--- src/rtl/assert_macros.svh ---
// assertion macros used by the rtl top level
`ifndef ASSERT_MACROS_SVH
`define ASSERT_MACROS_SVH

// property checked on every rising clock edge, off while reset is held
`define ASSERT_CLK(label, clk, rst_n, prop, msg) \
    label: assert property (@(posedge clk) disable iff (!rst_n) prop) else $error(msg);

// implication checked on every rising clock edge, off while reset is held
`define ASSERT_IMPL(label, clk, rst_n, cond, expr, msg) \
    `ASSERT_CLK(label, clk, rst_n, (cond) |-> (expr), msg)

`endif

--- src/rtl/jsu_pkg.sv ---
// types and constants of the json string unescaper
`timescale 1ns / 1ps

package jsu_pkg;

    typedef enum logic [2:0] {
        PH_IDLE = 3'd0,
        PH_SEEK = 3'd1,
        PH_BODY = 3'd2,
        PH_ESC  = 3'd3,
        PH_HEX  = 3'd4
    } t_phase;

    typedef enum logic [3:0] {
        ST_BUSY   = 4'd0,
        ST_DONE   = 4'd1,
        ST_EXPSTR = 4'd2,
        ST_CTRL   = 4'd3,
        ST_BADESC = 4'd4,
        ST_BADHEX = 4'd5,
        ST_SURR   = 4'd6,
        ST_UNTERM = 4'd7,
        ST_SHORT  = 4'd8
    } t_status;

    typedef struct packed {
        t_phase      phase;
        logic [1:0]  hex_digits_seen;
        logic [15:0] code_accumulator;
    } t_state;

    typedef struct packed {
        logic [7:0] data_byte;
        logic       start_new;
        logic       end_of_input;
    } t_in_item;

    typedef struct packed {
        logic [1:0] out_count;
        logic [7:0] out_byte_first;
        logic [7:0] out_byte_second;
        logic [7:0] out_byte_third;
        t_status    status;
    } t_out_item;

endpackage

--- src/rtl/jsu_stream_if.sv ---
// valid/ready stream interface carrying one transaction payload
`timescale 1ns / 1ps

interface jsu_stream_if #(
    parameter type T = logic
) ();
    logic valid;
    logic ready;
    T     data;

    modport source (output valid, output data, input ready);
    modport sink   (input valid, input data, output ready);
endinterface

--- src/rtl/jsu_decode.sv ---
// per-byte decode: next state and result of one input byte
`timescale 1ns / 1ps

module jsu_decode
    import jsu_pkg::*;
(
    input  t_state    i_state,
    input  t_in_item  i_item,
    output t_state    o_state,
    output t_out_item o_result
);

    function automatic logic [4:0] hex_digit(input logic [7:0] c);
        // bit 4 flags a valid digit
        logic [4:0] r;
        r = 5'd0;
        if (c >= 8'h30 && c <= 8'h39) begin
            r = {1'b1, c[3:0]};
        end else if ((c >= 8'h61 && c <= 8'h66) || (c >= 8'h41 && c <= 8'h46)) begin
            r = {1'b1, c[3:0] + 4'd9};
        end
        return r;
    endfunction

    always_comb begin
        t_state     s;
        logic [7:0] c;
        logic       last;
        logic [4:0] hd;
        logic [15:0] cp;
        t_status    st;
        logic [1:0] n;
        logic [7:0] b0;
        logic [7:0] b1;
        logic [7:0] b2;

        s    = i_state;
        c    = i_item.data_byte;
        last = i_item.end_of_input;
        hd   = hex_digit(c);
        cp   = {s.code_accumulator[11:0], hd[3:0]};
        st   = ST_BUSY;
        n    = 2'd0;
        b0   = 8'd0;
        b1   = 8'd0;
        b2   = 8'd0;

        if (i_item.start_new) begin
            s = '{phase: PH_SEEK, hex_digits_seen: 2'd0, code_accumulator: 16'd0};
            cp = {12'd0, hd[3:0]};
        end

        unique case (s.phase)
            PH_SEEK: begin
                if (c == 8'h22) begin
                    s.phase = PH_BODY;
                    if (last) st = ST_UNTERM;
                end else if (c == 8'h20 || (c >= 8'h09 && c <= 8'h0d)) begin
                    if (last) st = ST_EXPSTR;
                end else begin
                    st = ST_EXPSTR;
                end
            end
            PH_BODY: begin
                priority if (c == 8'h22) begin
                    st = ST_DONE;
                end else if (c < 8'h20) begin
                    st = ST_CTRL;
                end else if (c == 8'h5c) begin
                    s.phase = PH_ESC;
                    if (last) st = ST_UNTERM;
                end else begin
                    b0 = c;
                    n  = 2'd1;
                    if (last) st = ST_UNTERM;
                end
            end
            PH_ESC: begin
                if (c == 8'h75) begin
                    s.phase            = PH_HEX;
                    s.hex_digits_seen  = 2'd0;
                    s.code_accumulator = 16'd0;
                    if (last) st = ST_SHORT;
                end else begin
                    n = 2'd1;
                    unique case (c)
                        8'h22:   b0 = 8'h22;
                        8'h5c:   b0 = 8'h5c;
                        8'h2f:   b0 = 8'h2f;
                        8'h62:   b0 = 8'h08;
                        8'h66:   b0 = 8'h0c;
                        8'h6e:   b0 = 8'h0a;
                        8'h72:   b0 = 8'h0d;
                        8'h74:   b0 = 8'h09;
                        default: begin
                            n  = 2'd0;
                            st = ST_BADESC;
                        end
                    endcase
                    if (st == ST_BUSY) begin
                        s.phase = PH_BODY;
                        if (last) st = ST_UNTERM;
                    end
                end
            end
            PH_HEX: begin
                if (!hd[4]) begin
                    st = ST_BADHEX;
                end else if (s.hex_digits_seen == 2'd3) begin
                    s.hex_digits_seen  = 2'd0;
                    s.code_accumulator = 16'd0;
                    if (cp >= 16'hd800 && cp <= 16'hdfff) begin
                        st = ST_SURR;
                    end else begin
                        // utf-8 encode of a basic plane code point
                        priority if (cp <= 16'h007f) begin
                            n  = 2'd1;
                            b0 = cp[7:0];
                        end else if (cp <= 16'h07ff) begin
                            n  = 2'd2;
                            b0 = {3'b110, cp[10:6]};
                            b1 = {2'b10, cp[5:0]};
                        end else begin
                            n  = 2'd3;
                            b0 = {4'b1110, cp[15:12]};
                            b1 = {2'b10, cp[11:6]};
                            b2 = {2'b10, cp[5:0]};
                        end
                        s.phase = PH_BODY;
                        if (last) st = ST_UNTERM;
                    end
                end else begin
                    s.code_accumulator = cp;
                    s.hex_digits_seen  = s.hex_digits_seen + 2'd1;
                    if (last) st = ST_SHORT;
                end
            end
            default: begin
                s.phase = PH_IDLE;
            end
        endcase

        if (st != ST_BUSY) begin
            s = '{phase: PH_IDLE, hex_digits_seen: 2'd0, code_accumulator: 16'd0};
        end

        o_state  = s;
        o_result = '{out_count: n, out_byte_first: b0, out_byte_second: b1,
                     out_byte_third: b2, status: st};
    end

endmodule

--- src/rtl/json_string_unescape.sv ---
// top level of the json string unescaper
`timescale 1ns / 1ps
`include "assert_macros.svh"

// json string unescaper. takes the raw bytes of one json string token, one byte per
// input transaction, and gives exactly one result transaction per byte: up to three
// decoded bytes (out_count says how many) and a status. a byte with start_new set makes
// the block seek an opening quote from that byte on; leading whitespace is skipped.
// body bytes pass through, the simple escapes map to single bytes and \uXXXX becomes
// one to three utf-8 bytes. after the closing quote (status done) or any error the block
// ignores bytes, answering count 0 and status busy, until the next start_new. error
// results never carry decoded bytes; unterminated input still delivers what the last
// byte decoded. throughput is one byte per clock while the skid register is empty: all
// decoding is a short combinational step from the held state and the input byte, and
// the state updates on the same edge that registers the result. the output side is a
// result register backed by one skid register; an accepted result goes to the skid
// register when the result register is occupied, and the input then holds ready low
// until the skid drains. no clearing pass after reset: the block is ready at once.
module json_string_unescape
    import jsu_pkg::*;
(
    input  logic         i_clk,
    input  logic         i_rst_n,
    jsu_stream_if.sink   i_in,
    jsu_stream_if.source o_out
);

    // decoder state and two-deep result buffer
    t_state    r_state;
    t_state    n_state;
    t_out_item w_res;
    t_out_item r_out;
    t_out_item r_skid;
    logic      r_out_valid;
    logic      r_skid_valid;

    logic      in_fire;
    logic      out_fire;
    logic      load_out;

    assign i_in.ready  = !r_skid_valid;
    assign in_fire     = i_in.valid && i_in.ready;
    assign out_fire    = r_out_valid && o_out.ready;
    // result register free this cycle
    assign load_out    = !r_out_valid || out_fire;

    assign o_out.valid = r_out_valid;
    assign o_out.data  = r_out;

    jsu_decode u_decode (
        .i_state  (r_state),
        .i_item   (i_in.data),
        .o_state  (n_state),
        .o_result (w_res)
    );

    // state advances only on an accepted transaction
    always_ff @(posedge i_clk) begin
        if (!i_rst_n) begin
            r_state <= '{phase: PH_IDLE, hex_digits_seen: 2'd0, code_accumulator: 16'd0};
        end else if (in_fire) begin
            r_state <= n_state;
        end
    end

    // control of the result register and the skid register
    always_ff @(posedge i_clk) begin
        if (!i_rst_n) begin
            r_out_valid  <= 1'b0;
            r_skid_valid <= 1'b0;
        end else if (load_out) begin
            if (r_skid_valid) begin
                r_out_valid  <= 1'b1;
                r_skid_valid <= in_fire;
            end else begin
                r_out_valid  <= in_fire;
            end
        end else if (in_fire) begin
            r_skid_valid <= 1'b1;
        end
    end

    // payload, no reset needed
    always_ff @(posedge i_clk) begin
        if (load_out) begin
            if (r_skid_valid) begin
                r_out <= r_skid;
                if (in_fire) r_skid <= w_res;
            end else if (in_fire) begin
                r_out <= w_res;
            end
        end else if (in_fire) begin
            r_skid <= w_res;
        end
    end

    // the skid register only fills behind an occupied result register
    `ASSERT_IMPL(a_skid_behind_out, i_clk, i_rst_n, r_skid_valid, r_out_valid,
        "skid register holds a transaction while result register is empty")

    // a final status always sends the decoder back to idle
    `ASSERT_CLK(a_final_to_idle, i_clk, i_rst_n,
        (in_fire && w_res.status != ST_BUSY) |=> (r_state.phase == PH_IDLE),
        "decoder not idle after a final status")

    // error results carry no decoded bytes
    `ASSERT_IMPL(a_error_no_bytes, i_clk, i_rst_n,
        r_out_valid && r_out.status != ST_BUSY && r_out.status != ST_DONE
            && r_out.status != ST_UNTERM,
        r_out.out_count == 2'd0,
        "error result carries decoded bytes")

endmodule

--- src/flat_wrapper.sv ---
// flat-port wrapper written by rule: the top's interface ports become plain ports
module json_string_unescape_flat import jsu_pkg::*;
  (i_clk, i_rst_n, i_in_valid, i_in_data, i_in_ready, o_out_valid, o_out_data, o_out_ready);
  jsu_stream_if #(.T(t_in_item)) i_in_i ();
  jsu_stream_if #(.T(t_out_item)) o_out_i ();
  input  logic i_clk;
  input  logic i_rst_n;
  input wire logic [$bits(i_in_i.valid)-1:0] i_in_valid;
  input wire logic [$bits(i_in_i.data)-1:0] i_in_data;
  output wire logic [$bits(i_in_i.ready)-1:0] i_in_ready;
  output wire logic [$bits(o_out_i.valid)-1:0] o_out_valid;
  output wire logic [$bits(o_out_i.data)-1:0] o_out_data;
  input wire logic [$bits(o_out_i.ready)-1:0] o_out_ready;
  assign i_in_i.valid = i_in_valid;
  assign i_in_i.data = i_in_data;
  assign i_in_ready = i_in_i.ready;
  assign o_out_valid = o_out_i.valid;
  assign o_out_data = o_out_i.data;
  assign o_out_i.ready = o_out_ready;
  json_string_unescape u_core (.i_clk(i_clk), .i_rst_n(i_rst_n), .i_in(i_in_i), .o_out(o_out_i));
endmodule
--- config.mk ---
export PLATFORM = sky130hd
export DESIGN_NAME = json_string_unescape_flat
export DESIGN_NICKNAME = d
export VERILOG_FILES = /design/src/rtl/jsu_pkg.sv /design/src/rtl/jsu_stream_if.sv /design/src/rtl/jsu_decode.sv /design/src/rtl/json_string_unescape.sv /design/src/flat_wrapper.sv
export VERILOG_INCLUDE_DIRS = /design/src /design/src/rtl
export SDC_FILE = /design/constraint.sdc
export NUM_CORES = 1
export LEC_CHECK = 0
export ABC_CLOCK_PERIOD_IN_PS = 9100
export BUFFER_PORTS_ARGS = -buffer_cell sky130_fd_sc_hd__buf_2
export CORE_UTILIZATION = 40
export CTS_CLUSTER_SIZE = 16
export DETAILED_ROUTE_END_ITERATION = 12
export PLACE_DENSITY_LB_ADDON = 0.3
export SYNTH_ARGS = -nofsm -noshare
export SYNTH_HDL_FRONTEND = slang
export SYNTH_SLANG_ARGS = --single-unit
--- constraint.sdc ---
create_clock -name i_clk -period 9.1 [get_ports i_clk]
set_input_delay 1.82 -clock i_clk [delete_from_list [all_inputs] [get_ports i_clk]]
set_output_delay 1.82 -clock i_clk [all_outputs]
set_load 0.01 [all_outputs]
Yosys cells after proc, flatten, opt, wreduce, memory -nomap -nowiden
Cells that the tools add are included.
{ "totals": {"ff_bits": 83, "input_bits": 14, "out_inout_bits": 32, "elab_cells": 142} }
{ "op_classes": {"n_addsub": 2, "n_lt_le_gt_ge": 13, "eq_ne": 16, "n_mux": 78, "n_reduce_logical": 18} }
{ "op_table": {"columns": ["operator", "count"], "rows": [
  ["$mux W30", 5],
  ["$mux W8", 18],
  ["$mux W21", 3],
  ["$eq A8 B7 Y1 const B", 7],
  ["$pmux W7 S8", 1],
  ["$mux W4", 11],
  ["$mux W18", 2],
  ["$mux W3", 12],
  ["$pmux W18 S2", 1],
  ["$eq A8 B6 Y1 const B", 3],
  ["$pmux W8 S3", 1],
  ["$ge A16 B16 Y1 const B", 1],
  ["$ge A8 B7 Y1 const B", 2],
  ["$le A16 B11 Y1 const B", 1],
  ["$le A16 B16 Y1 const B", 1],
  ["$le A16 B7 Y1 const B", 1],
  ["$le A8 B7 Y1 const B", 2],
  ["$mux W16", 1],
  ["$pmux W4 S4", 1],
  ["$mux W6", 2],
  ["$pmux W3 S4", 1],
  ["$mux W1", 10],
  ["$mux W2", 5],
  ["$mux W5", 2],
  ["22 further kinds", 33]
]} }

Depth between registers and ports, before layout
Gate-level depths: netlist (run 1).
{ "logic_depth": {"depth_word": 16, "depth_mapped": 11, "depth_no_buf": 9} }

Hierarchy
From an unflattened synthesis (run 1), not the netlist that was laid out.
{ "unflattened": {"hier_cells": 439, "hier_area_um2": 4704.5} }
{ "by_module_without_submodules": {"columns": ["module", "instances", "cells_each", "area_per_inst_um2", "seq_area_each_um2"], "rows": [
  ["json_string_unescape", 1, 196, 3131.8, 2262.2],
  ["jsu_decode", 1, 243, 1572.8, 0.0]
]} }

Worst setup path after synthesis (run 1)
No wires, ideal clock.
{ "synth_timing": {"path_kind": "input -> register", "startpoint": "input port i_in_data[2]", "endpoint": "register u_core.r_out, in the netlist u_core.o_out.data[21] (data pin)", "setup_ps": 130, "arrival_ps": 4063, "setup_slack_ps": 4907, "path_stages": 11, "n_path_buf": 2, "cell_sequence": "inv_1 ha_1 or3b_4 o32ai_2 a221oi_2 buf_2 or3_1 clkbuf_1 a211oi_1 a221o_1 mux2_2"} }
{ "synth_rtl": {"columns": ["item", "line", "source"], "rows": [
  ["start: declaration", "flat_wrapper.sv:9", "input wire logic [$bits(i_in_i.data)-1:0] i_in_data;"],
  ["end signal: assignment", "json_string_unescape.sv:87", "r_out <= r_skid;"],
  ["end signal: assignment", "json_string_unescape.sv:90", "r_out <= w_res;"],
  ["end: declaration", "json_string_unescape.sv:32", "t_out_item r_out;"]
]} }

==> results of run 1 <==
-- cells by family (layout without fill, tap and decap cells) --
logic type | count (synthesis) | after routing | synth area share, %
fa+ha+maj | 6 | 6 | 1.87
xor+xnor | 3 | 3 | 0.654
simple gates | 125 | 125 | 16.7
flops | 75 | 75 | 51.3
other cells | 1 | 2 | 0.0933
mux | 20 | 20 | 5.54
buf+inv | 30 | 69 | 3.70
compound gates | 102 | 102 | 20.2
-- flip-flops by register name, summed over array words and instances, names as in the netlist --
name	cells
u_core.r_state	17
u_core.o_out.data	28
u_core.o_out.valid	1
u_core.r_skid	28
u_core.r_skid_valid	1
-- area by class of cell --
| type | instances | area [µm²] | area share, % |
|---|---|---|---|
| Sequential cell | 75 | 2060 | 45.4 |
| Tap cell | 133 | 166 | 3.66 |
| Clock inverter | 4 | 73.8 | 1.63 |
| Timing Repair Buffer | 46 | 238 | 5.24 |
| Multi-Input combinational cell | 258 | 1820 | 40.1 |
| Clock buffer | 12 | 155 | 3.42 |
| Inverter | 7 | 26.3 | 0.579 |
-- worst reg2reg max path, stage by stage (launching register included) --
cell	delay, ns
dfxtp_1	0.46
or4b_2	0.77
nor3_2	0.45
nand2_1	0.35
nor3b_1	0.41
mux2_2	0.22
-- power breakdown --
| part | leakage (nW) | switching (mW) | internal [mW] |
|---|---|---|---|
| logic | 0.905 | 0.0392 | 0.0209 |
| registers | 0.669 | 0.00340 | 0.377 |
| clock network | 0.117 | 0.120 | 0.170 |
-- stage by stage --
stage	hold WS (ns)	total power, mW
after floorplan	0.419	0.430
after global placement	0.427	0.448
after detailed placement	0.432	0.448
after CTS	0.450	0.733
after global routing	0.503	0.754
final	0.451	0.730
-- final timing paths --
kind	to	slack, ns	depth (start not counted)
max	u_core.o_out.data[21]	4.33	10
min	u_core.r_state[16]	0.45	1
min reg2reg	u_core.r_state[16]	0.45	1
max reg2reg	u_core.o_out.data[8]	6.31	5
-- metal layers --
layer | vias up | part of all wire (%) | GRT usage (%)
met5 | - | 0 | 0
met4 | 0 | 0.73 | 7.14
met3 | 9 | 4.2 | 2.67
met2 | 102 | 45 | 27.7
met1 | 1440 | 50 | 26.6
li1 | 1464 | - | -
-- synth_stat cells (4+ instances only) --
cell type / number
edfxtp_1: 56
nor2_1: 34
nand2_1: 33
dfxtp_1: 19
mux2_2: 17
a22o_1: 16
clkbuf_1: 9
o21ai_0: 9
a21oi_1: 8
buf_2: 8
nor3_1: 8
o31ai_1: 8
a22oi_1: 7
a21o_1: 6
ha_1: 6
inv_1: 6
nand2b_1: 6
o21ai_1: 6
and3_1: 5
nor2b_1: 5
nand3_1: 4
nor3b_1: 4
nor4_1: 4
o211ai_1: 4
==> results by group, run 1 <==
Synthesis
  – Yosys reg bits: 75
  – Sequential area share after synthesis: 51.3%
  – Synth Flop Type: edfxtp_1
  – Number of synthesized flops with an enable pin: 56
  – Cells after Synth: 362
  – YS warnings: 0
  – Synth top area share: 41.8%
  – Synth async-reset ratio: 0%
  – Top cell type by total area after synthesis: edfxtp_1
  – Synth cell types: 73
  – Avg Cell Area, Syn: 11.1 µm²
  – Synth Cell Area: 4020 µm²
  – Synth area leaders: edfxtp_1, dfxtp_1, mux2_2

Timing
  – Layout Skew: 0.00995 ns
  – RSZ-0062 raised after global routing: no
  – Count of final hold-check violations: 0
  – Setup-failing EPs final: 0
  – Setup TNS: 0 ns
  – Tcrit/Tclk final: 52.4%
  – Worst Setup Slack, final: 4.33 ns
  – Max Slew Vio Count: 0
  – Final worst path period need: 4.77 ns
  – Max Clk Rate: 210 MHz
  – Pin slew with the least headroom to its limit: 1.03 ns
  – Slew margin rel.: 30.3%

Critical path
  – CP max stage cell: a221oi_2
  – CP top delay family: compound AO/OA/AOI/OAI gates
  – Critical Path Most Common Cell: a211oi_1
  – Crit Path Class: input port to flip-flop
  – Crit path from: i_in_data[3]
  – CP max stage delay: 0.79 ns
  – Arrival @ worst endpoint: 4.86 ns
  – Worst R2R Start: u_core.r_state[20]
  – CP Launch Type: input port
  – CP max FO: 16
  – Critical-path cell list: buf_2, inv_1, ha_1, nor3b_1, a211oi_1, a221oi_2, or3_1, a211oi_1, a221o_1, mux2_2
  – CP required: 9.19 ns
  – CP Capture Type: flip-flop
  – Buffers plus inverters on the worst setup path: 2

Final layout
  – Synthesis-to-finish area growth: 12.9%
  – Fin area: 4540 µm²
  – Final Non-Filler Cells: 535
  – Post-layout util: 46.5%
  – # diodes: 0
  – Most frequent cells in the layout: edfxtp_1, buf_2, nand2_1, nor2_1, dfxtp_1
  – Nets: 417
  – Most common cell after layout, fill and taps aside: edfxtp_1
  – Layout fillers: 893
  – Share of layout cells above drive strength 1: 24.1%

Global route
  – Global-route wire length before repair: 14.6 mm
  – Number of antenna violations at the first check in global routing: 0
  – GRT overflow: 0
  – Vias in the first global route: 2820
  – Gr usage total: 18.4%
  – Largest net degree at the start of global routing: 29

Clocking
  – Clock Path Buffers: 2
  – CTS sink count: 75
  – Post-CTS sizing: 0
  – Root Driver: clkbuf_8
  – CTS tree: yes
  – H-tree depth: 3
  – Post-CTS Setup Inserts: 0
  – Clock Pin Slew Worst Setup and Hold Paths: 0.08 ns
  – Worst-Skew Late Latency: 0.35 ns
  – Hold buffer count at cts: 0
  – Inserted Clock Buffers: 9

Power and ir drop
  – Cell Pwr Density: 161 nW/µm²
  – Max IR drop VDD: 78.2 µV
  – Leakage: 1.69 nW

Drt
  – DRT Pass-1 Iters: 5
  – DRC viols: 0
  – Routed vias: 3015
  – First DRT Iteration DRCs: 299
  – Drt wl/cell: 16.8 µm
  – Vias per cell: 5.64
  – ANT nets after route: 0
  – Drt total wl: 8.99 mm

Min path
  – Min-delay worst type: flip-flop to flip-flop
  – Hold_sp: u_core.r_state[16]

Floorplan
  – Core ar.: 9770 µm²
  – Row cnt: 36
  – Die Y: 102 µm
  – Chip width: 102 µm
  – Die ar.: 10500 µm²
  – Initial Util: 41.1%
  – I/O Pins: 46

Job
  – Max cap viols: 0

Placement
  – Placed cell count: 519
  – Routability cong.: 0.895
  – Place WS: 4.01 ns
  – PortBufs: 43
  – DP HPWL: 6.36 mm
  – Placed inst area: 4310 µm²

Outcome
  – Outcome: complete, no violations
Note: power is estimated with default switching activity, not from simulation.
==> run 2: changes to the inputs <==
--- a/config.mk
+++ b/config.mk
@@ -6,7 +6,8 @@
 export SDC_FILE = /design/constraint.sdc
 export NUM_CORES = 1
 export LEC_CHECK = 0
-export ABC_CLOCK_PERIOD_IN_PS = 9100
+export ABC_AREA = 1
+export ABC_CLOCK_PERIOD_IN_PS = 4000
 export BUFFER_PORTS_ARGS = -buffer_cell sky130_fd_sc_hd__buf_2
 export CORE_UTILIZATION = 40
 export CTS_CLUSTER_SIZE = 16
==> constraint.sdc (replaced) <==
create_clock -name i_clk -period 4 [get_ports i_clk]
set_input_delay 0.8 -clock i_clk [delete_from_list [all_inputs] [get_ports i_clk]]
set_output_delay 0.8 -clock i_clk [all_outputs]
set_load 0.01 [all_outputs]
==> results by group, run 2 <==
Clocking
  – CTS tree: yes
  – Worst-Skew Late Latency: 0.34 ns
  – H-tree depth: 3
  – Inserted Clock Buffers: 9
  – Root Driver: clkbuf_16
  – CTS sink count: 75
  – Hold buffer count at cts: 0
  – Post-CTS Setup Inserts: 0
  – Clock Pin Slew Worst Setup and Hold Paths: 0.06 ns
  – Clock Path Buffers: 2
  – Post-CTS sizing: 0

Power and ir drop
  – Max IR drop VDD: 234 µV
  – Part of the power in combinational logic: 7.7%
  – Internal power: 1.45 mW
  – Leakage: 2.34 nW
  – Clk pwr share: 46.6%
  – Switching share of power: 23.6%
  – Cell Pwr Density: 366 nW/µm²
  – Seq pwr share: 45.6%
  – Net Sw Power: 0.446 mW

Critical path
  – R2R Setup Slk: 1.62 ns
  – FF-to-FF End: u_core.o_out.data[21]
  – Arrival @ worst endpoint: 3.26 ns
  – Worst r2r path cells: 13
  – CP Capture Type: flip-flop
  – CP Launch Type: input port
  – Buffers plus inverters on the worst setup path: 4
  – CP top delay family: simple AND/OR/NAND/NOR gates
  – Critical-path cell list: buf_2, inv_1, ha_1, inv_1, nor2_1, nand2_1, nand2_1, nand2_1, a21oi_2, nand2_2, nand3_1, inv_2, nand2_1, nand2_1, nand2_1, nand3_1, nand2_1, nand2_1
  – Worst R2R Start: u_core.r_state[8]
  – Critical Path Most Common Cell: nand2_1
  – CP required: 4.09 ns
  – CP max stage cell: nand3_1
  – CP max stage delay: 0.33 ns
  – Crit Path Class: input port to flip-flop
  – Critical path depth in cells: 18
  – CP max FO: 20
  – Critical Path End: u_core.o_out.data[21]
  – Crit path from: i_in_data[2]

Outcome
  – Outcome: complete, no violations

Synthesis
  – Top cell type by total area after synthesis: edfxtp_1
  – Cells after Synth: 622
  – Avg Cell Area, Syn: 7.30 µm²
  – Yosys reg bits: 75
  – Synth area leaders: edfxtp_1, nand2_1, dfxtp_1
  – Synth Cell Area: 4540 µm²
  – Synth cell types: 40
  – Synth async-reset ratio: 0%
  – YS warnings: 0
  – Synth Flop Type: edfxtp_1
  – Synth top area share: 37.0%
  – Dominant cell by count in the synthesized netlist: nand2_1
  – Number of synthesized flops with an enable pin: 56
  – Top post-synthesis cells by count: nand2_1, nor2_1, inv_1
  – Sequential area share after synthesis: 45.4%

Min path
  – Hold path cells: 2
  – Min-delay worst type: flip-flop to flip-flop

Global route
  – GRT overflow: 0
  – Number of antenna violations at the first check in global routing: 0
  – Gr usage total: 21.0%
  – Vias in the first global route: 3771
  – Global-route wire length before repair: 19.0 mm
  – Largest net degree at the start of global routing: 33

Floorplan
  – I/O Pins: 46
  – Die ar.: 11800 µm²
  – Core ar.: 10900 µm²
  – Die Y: 109 µm
  – Initial Util: 41.5%
  – Chip width: 109 µm
  – Row cnt: 38

Final layout
  – Most common cell after layout, fill and taps aside: nand2_1
  – Share of layout cells above drive strength 1: 13.6%
  – Most frequent cells in the layout: nand2_1, nor2_1, inv_1
  – Synthesis-to-finish area growth: 13.9%
  – # diodes: 0
  – Layout fillers: 1093
  – Post-layout util: 47.3%
  – Nets: 678
  – Fin area: 5170 µm²

Timing
  – Max Clk Rate: 315 MHz
  – Slew margin rel.: 42.8%
  – Layout Skew: 0.00803 ns
  – Final worst path period need: 3.17 ns
  – Tcrit/Tclk final: 79.3%
  – Setup-failing EPs final: 0
  – Setup TNS: 0 ns
  – Count of final hold-check violations: 0
  – RSZ-0062 raised after global routing: no
  – Max Slew Vio Count: 0
  – Pin slew with the least headroom to its limit: 0.857 ns

Drt
  – DRC viols: 0
  – Drt total wl: 11.4 mm
  – Vias per cell: 5.11
  – DRT Pass-1 Iters: 5
  – Drt wl/cell: 14.2 µm
  – First DRT Iteration DRCs: 397
  – ANT nets after route: 0
  – Routed vias: 4106

Placement
  – Placed inst area: 4850 µm²
  – Routability cong.: 0.920
  – DP HPWL: 8.43 mm
  – PortBufs: 43

Job
  – Max cap viols: 0
run 2: cell count changes after synthesis, moves of 8 or more:
cell     before  now
o31ai_1       8    0
nand3_1       4   41
mux2_2       17    1
a21oi_1       8   38
o21ai_0       9   17
inv_1         6   63
a22o_1       16    0
nor2_1       34   87
nand2_1      33  208
run 2: logic make-up after synthesis:
family                   share of synthesized area [%]
AO/OA/AOI/OAI                                     10.1
multiplexers                                      1.13
adder cells (fa/ha/maj)                           1.65
buffers and inverters                             8.68
other                                           0.0826
XOR/XNOR                                         0.193
flip-flops                                        45.4
AND/OR/NAND/NOR                                   32.7
run 2: routing by layer:
layer  global-route usage (%)  vias up  part of all wire [%]
met5                        0        -                     0
met4                     7.34        0                   1.6
met3                     4.28       17                   5.8
met2                     33.1      131                    45
met1                     28.5     1870                    47
li1                         -     2088                     -
run 2: worst reg2reg max path: stages, from the launching register on:
cell	delay [ns]
dfxtp_1	0.35
inv_1	0.05
nor2_1	0.27
nand4_1	0.13
nor2_1	0.15
nor2_1	0.10
nand3_1	0.26
inv_2	0.13
nand2_1	0.31
nand2_1	0.09
nand2_1	0.08
nand3_1	0.09
nand2_1	0.08
nand2_1	0.06
run 2: final cells by class:
class	instances	area [µm²]	share of cell area, %
repair buffers	48	253	4.89
inverters	70	265	5.13
clock inverters	7	98.8	1.91
well taps	140	175	3.39
multi-input cells	454	2090	40.5
flip-flops and latches	75	2060	39.9
clock buffers	9	225	4.35
run 2: how the worst min path moves through the flow:
stage                               to  slack, ns               start
global route         u_core.r_state[6]       0.51   u_core.r_state[6]
detailed placement   u_core.r_state[9]       0.48   u_core.r_state[9]
finish               u_core.r_state[6]       0.48   u_core.r_state[6]
floorplan           u_core.r_state[10]       0.46  u_core.r_state[10]
global placement     u_core.r_state[6]       0.47   u_core.r_state[6]
CTS                  u_core.r_state[9]       0.49   u_core.r_state[9]
run 2: per-stage QoR:
step	setup slack [ns]	hold slack, ns	cells	power [mW]
final	0.827	0.483	803	1.89
after global routing	0.551	0.515	803	1.96
after CTS	0.843	0.485	803	1.91
after detailed placement	0.496	0.475	787	1.03
after global placement	0.626	0.471	787	1.03
after floorplan	1.12	0.458	623	0.979
run 2: power groups by stage:
stage	clock network [mW]	logic (mW)	registers (mW)
2_1_floorplan	0	0.0881	0.891
3_3_place_gp	0	0.147	0.880
3_5_place_dp	0	0.146	0.881
4_1_cts	0.901	0.147	0.864
5_1_grt	0.929	0.164	0.866
6_report	0.882	0.147	0.864
==> run 3: changes to the inputs <==
--- a/config.mk
+++ b/config.mk
@@ -7,7 +7,7 @@
 export NUM_CORES = 1
 export LEC_CHECK = 0
 export ABC_AREA = 1
-export ABC_CLOCK_PERIOD_IN_PS = 4000
+export ABC_CLOCK_PERIOD_IN_PS = 2600
 export BUFFER_PORTS_ARGS = -buffer_cell sky130_fd_sc_hd__buf_2
 export CORE_UTILIZATION = 40
 export CTS_CLUSTER_SIZE = 16
==> constraint.sdc (replaced) <==
create_clock -name i_clk -period 2.6 [get_ports i_clk]
set_input_delay 0.52 -clock i_clk [delete_from_list [all_inputs] [get_ports i_clk]]
set_output_delay 0.52 -clock i_clk [all_outputs]
set_load 0.01 [all_outputs]
==> results by group, run 3 (synthesis gave the netlist of run 2 again) <==
Power and ir drop
  – Tot Pwr: 2.79 mW
  – Max IR drop VDD: 412 µV
  – Cell Pwr Density: 508 nW/µm²
  – Leakage: 2.54 nW

Drt
  – Wire length on met3: 777 µm
  – Routed vias: 4425
  – DRT Pass-1 Iters: 5
  – Vias per cell: 5.22
  – Uppermost routed layer: met4
  – Drt total wl: 11.9 mm
  – DRC viols: 0
  – Met2 WL: 5.42 mm
  – Wl on met1: 5.50 mm
  – Drt wl/cell: 14.1 µm
  – ANT nets after route: 0
  – First DRT Iteration DRCs: 326

Timing
  – Max Slew Vio Count: 0
  – Setup TNS: 0 ns
  – Hold WS: 0.482 ns
  – Setup-failing EPs final: 0
  – Worst Setup Slack, final: 0.251 ns
  – Slew margin rel.: 53.8%
  – RSZ-0062 raised after global routing: no
  – Tcrit/Tclk final: 90.3%
  – Max Clk Rate: 426 MHz
  – Pin slew with the least headroom to its limit: 0.692 ns
  – Layout Skew: 0.00933 ns
  – Final worst path period need: 2.35 ns
  – Count of final hold-check violations: 0

Critical path
  – CP max FO: 17
  – CP required: 2.86 ns
  – CP Capture Type: flip-flop
  – CP Launch Type: input port
  – Arrival @ worst endpoint: 2.60 ns
  – Crit Path Class: input port to flip-flop
  – Worst R2R Start: u_core.r_state[8]
  – Crit path from: i_in_data[2]

Placement
  – Placed cell count: 830
  – DP HPWL: 8.95 mm
  – Routability cong.: 0.957
  – PortBufs: 43
  – Placed inst area: 5200 µm²
  – Place WS: -0.124 ns

Global route
  – Global-route wire length before repair: 19.6 mm
  – Vias in the first global route: 4095
  – Number of antenna violations at the first check in global routing: 0
  – Gr usage total: 21.6%
  – GRT overflow: 0
  – Largest net degree at the start of global routing: 32

Floorplan
  – Chip width: 109 µm
  – Core ar.: 10900 µm²
  – I/O Pins: 46
  – Row cnt: 38
  – Die Y: 109 µm
  – Initial Util: 41.5%
  – Die ar.: 11800 µm²

Clocking
  – Clock Pin Slew Worst Setup and Hold Paths: 0.06 ns
  – CTS tree: yes
  – Root Driver: clkbuf_16
  – H-tree depth: 3
  – Worst-Skew Late Latency: 0.34 ns
  – Inserted Clock Buffers: 9
  – Clock Path Buffers: 2
  – CTS sink count: 75
  – Hold buffer count at cts: 0

Final layout
  – Most common cell after layout, fill and taps aside: nand2_1
  – Final Non-Filler Cells: 847
  – Nets: 722
  – Synthesis-to-finish area growth: 20.9%
  – # diodes: 0
  – Fin area: 5490 µm²
  – Share of layout cells above drive strength 1: 19.0%
  – Post-layout util: 50.2%
  – Most frequent cells in the layout: nand2_1, nor2_1, inv_1

Min path
  – Min-delay worst type: flip-flop to flip-flop
  – Hold_sp: u_core.r_state[8]

Job
  – Max cap viols: 0

Outcome
  – Outcome: complete, no violations
## run 3: cell count changes in the layout (fill, tap and decap cells not counted), sizes merged
cell      change
buf          +44
bufinv        -2
clkinvlp      +1
inv           +1
## run 3: final timing paths
| path | to | slack (ns) | cells after the start |
|---|---|---|---|
| max reg2reg | u_core.o_out.data[12] | 0.39 | 13 |
| max | u_core.r_state[20] | 0.25 | 17 |
| min reg2reg | u_core.r_state[8] | 0.48 | 2 |
| min | u_core.r_state[8] | 0.48 | 2 |
## run 3: worst max-delay path, stage by stage
cell and delay [ns]:
buf_2 0.10, inv_1 0.05, buf_4 0.16, ha_1 0.23, buf_4 0.15, nand2_1 0.07, a21oi_1 0.08, nor2_1 0.16
nand2_1 0.14, nand3_1 0.11, nand2_1 0.07, nor2_2 0.18, nand2_1 0.11, nor2_4 0.11, buf_12 0.16, nand2_1 0.06
a21oi_1 0.13
## run 3: timing repair
item,CTS,global route
gates resized for setup,0,0
buffers inserted,0,1
endpoints found under the setup margin,0,6
## run 3: area by class of cell
class / count / area (µm²)
clock inverters: 7 / 61.3
flip-flops and latches: 75 / 2060
well taps: 140 / 175
fillers: 1021 / 5450
clock buffers: 9 / 225
repair buffers: 92 / 608
inverters: 70 / 265
multi-input cells: 454 / 2090
## run 3: routing by layer
| layer | GRT usage (%) | vias to the layer above |
|---|---|---|
| met3 | 5.36 | 26 |
| met1 | 28.7 | 2049 |
| li1 | - | 2180 |
| met5 | 0 | - |
| met4 | 8.88 | 0 |
| met2 | 33.6 | 170 |
## run 3: report_power, final
part           leakage, nW  internal, mW  switching (mW)  total, mW
clock network        0.135         0.663           0.540       1.20
logic                 1.72        0.0841           0.173      0.257
registers            0.692          1.32         0.00892       1.33
total                 2.54          2.07           0.721       2.79
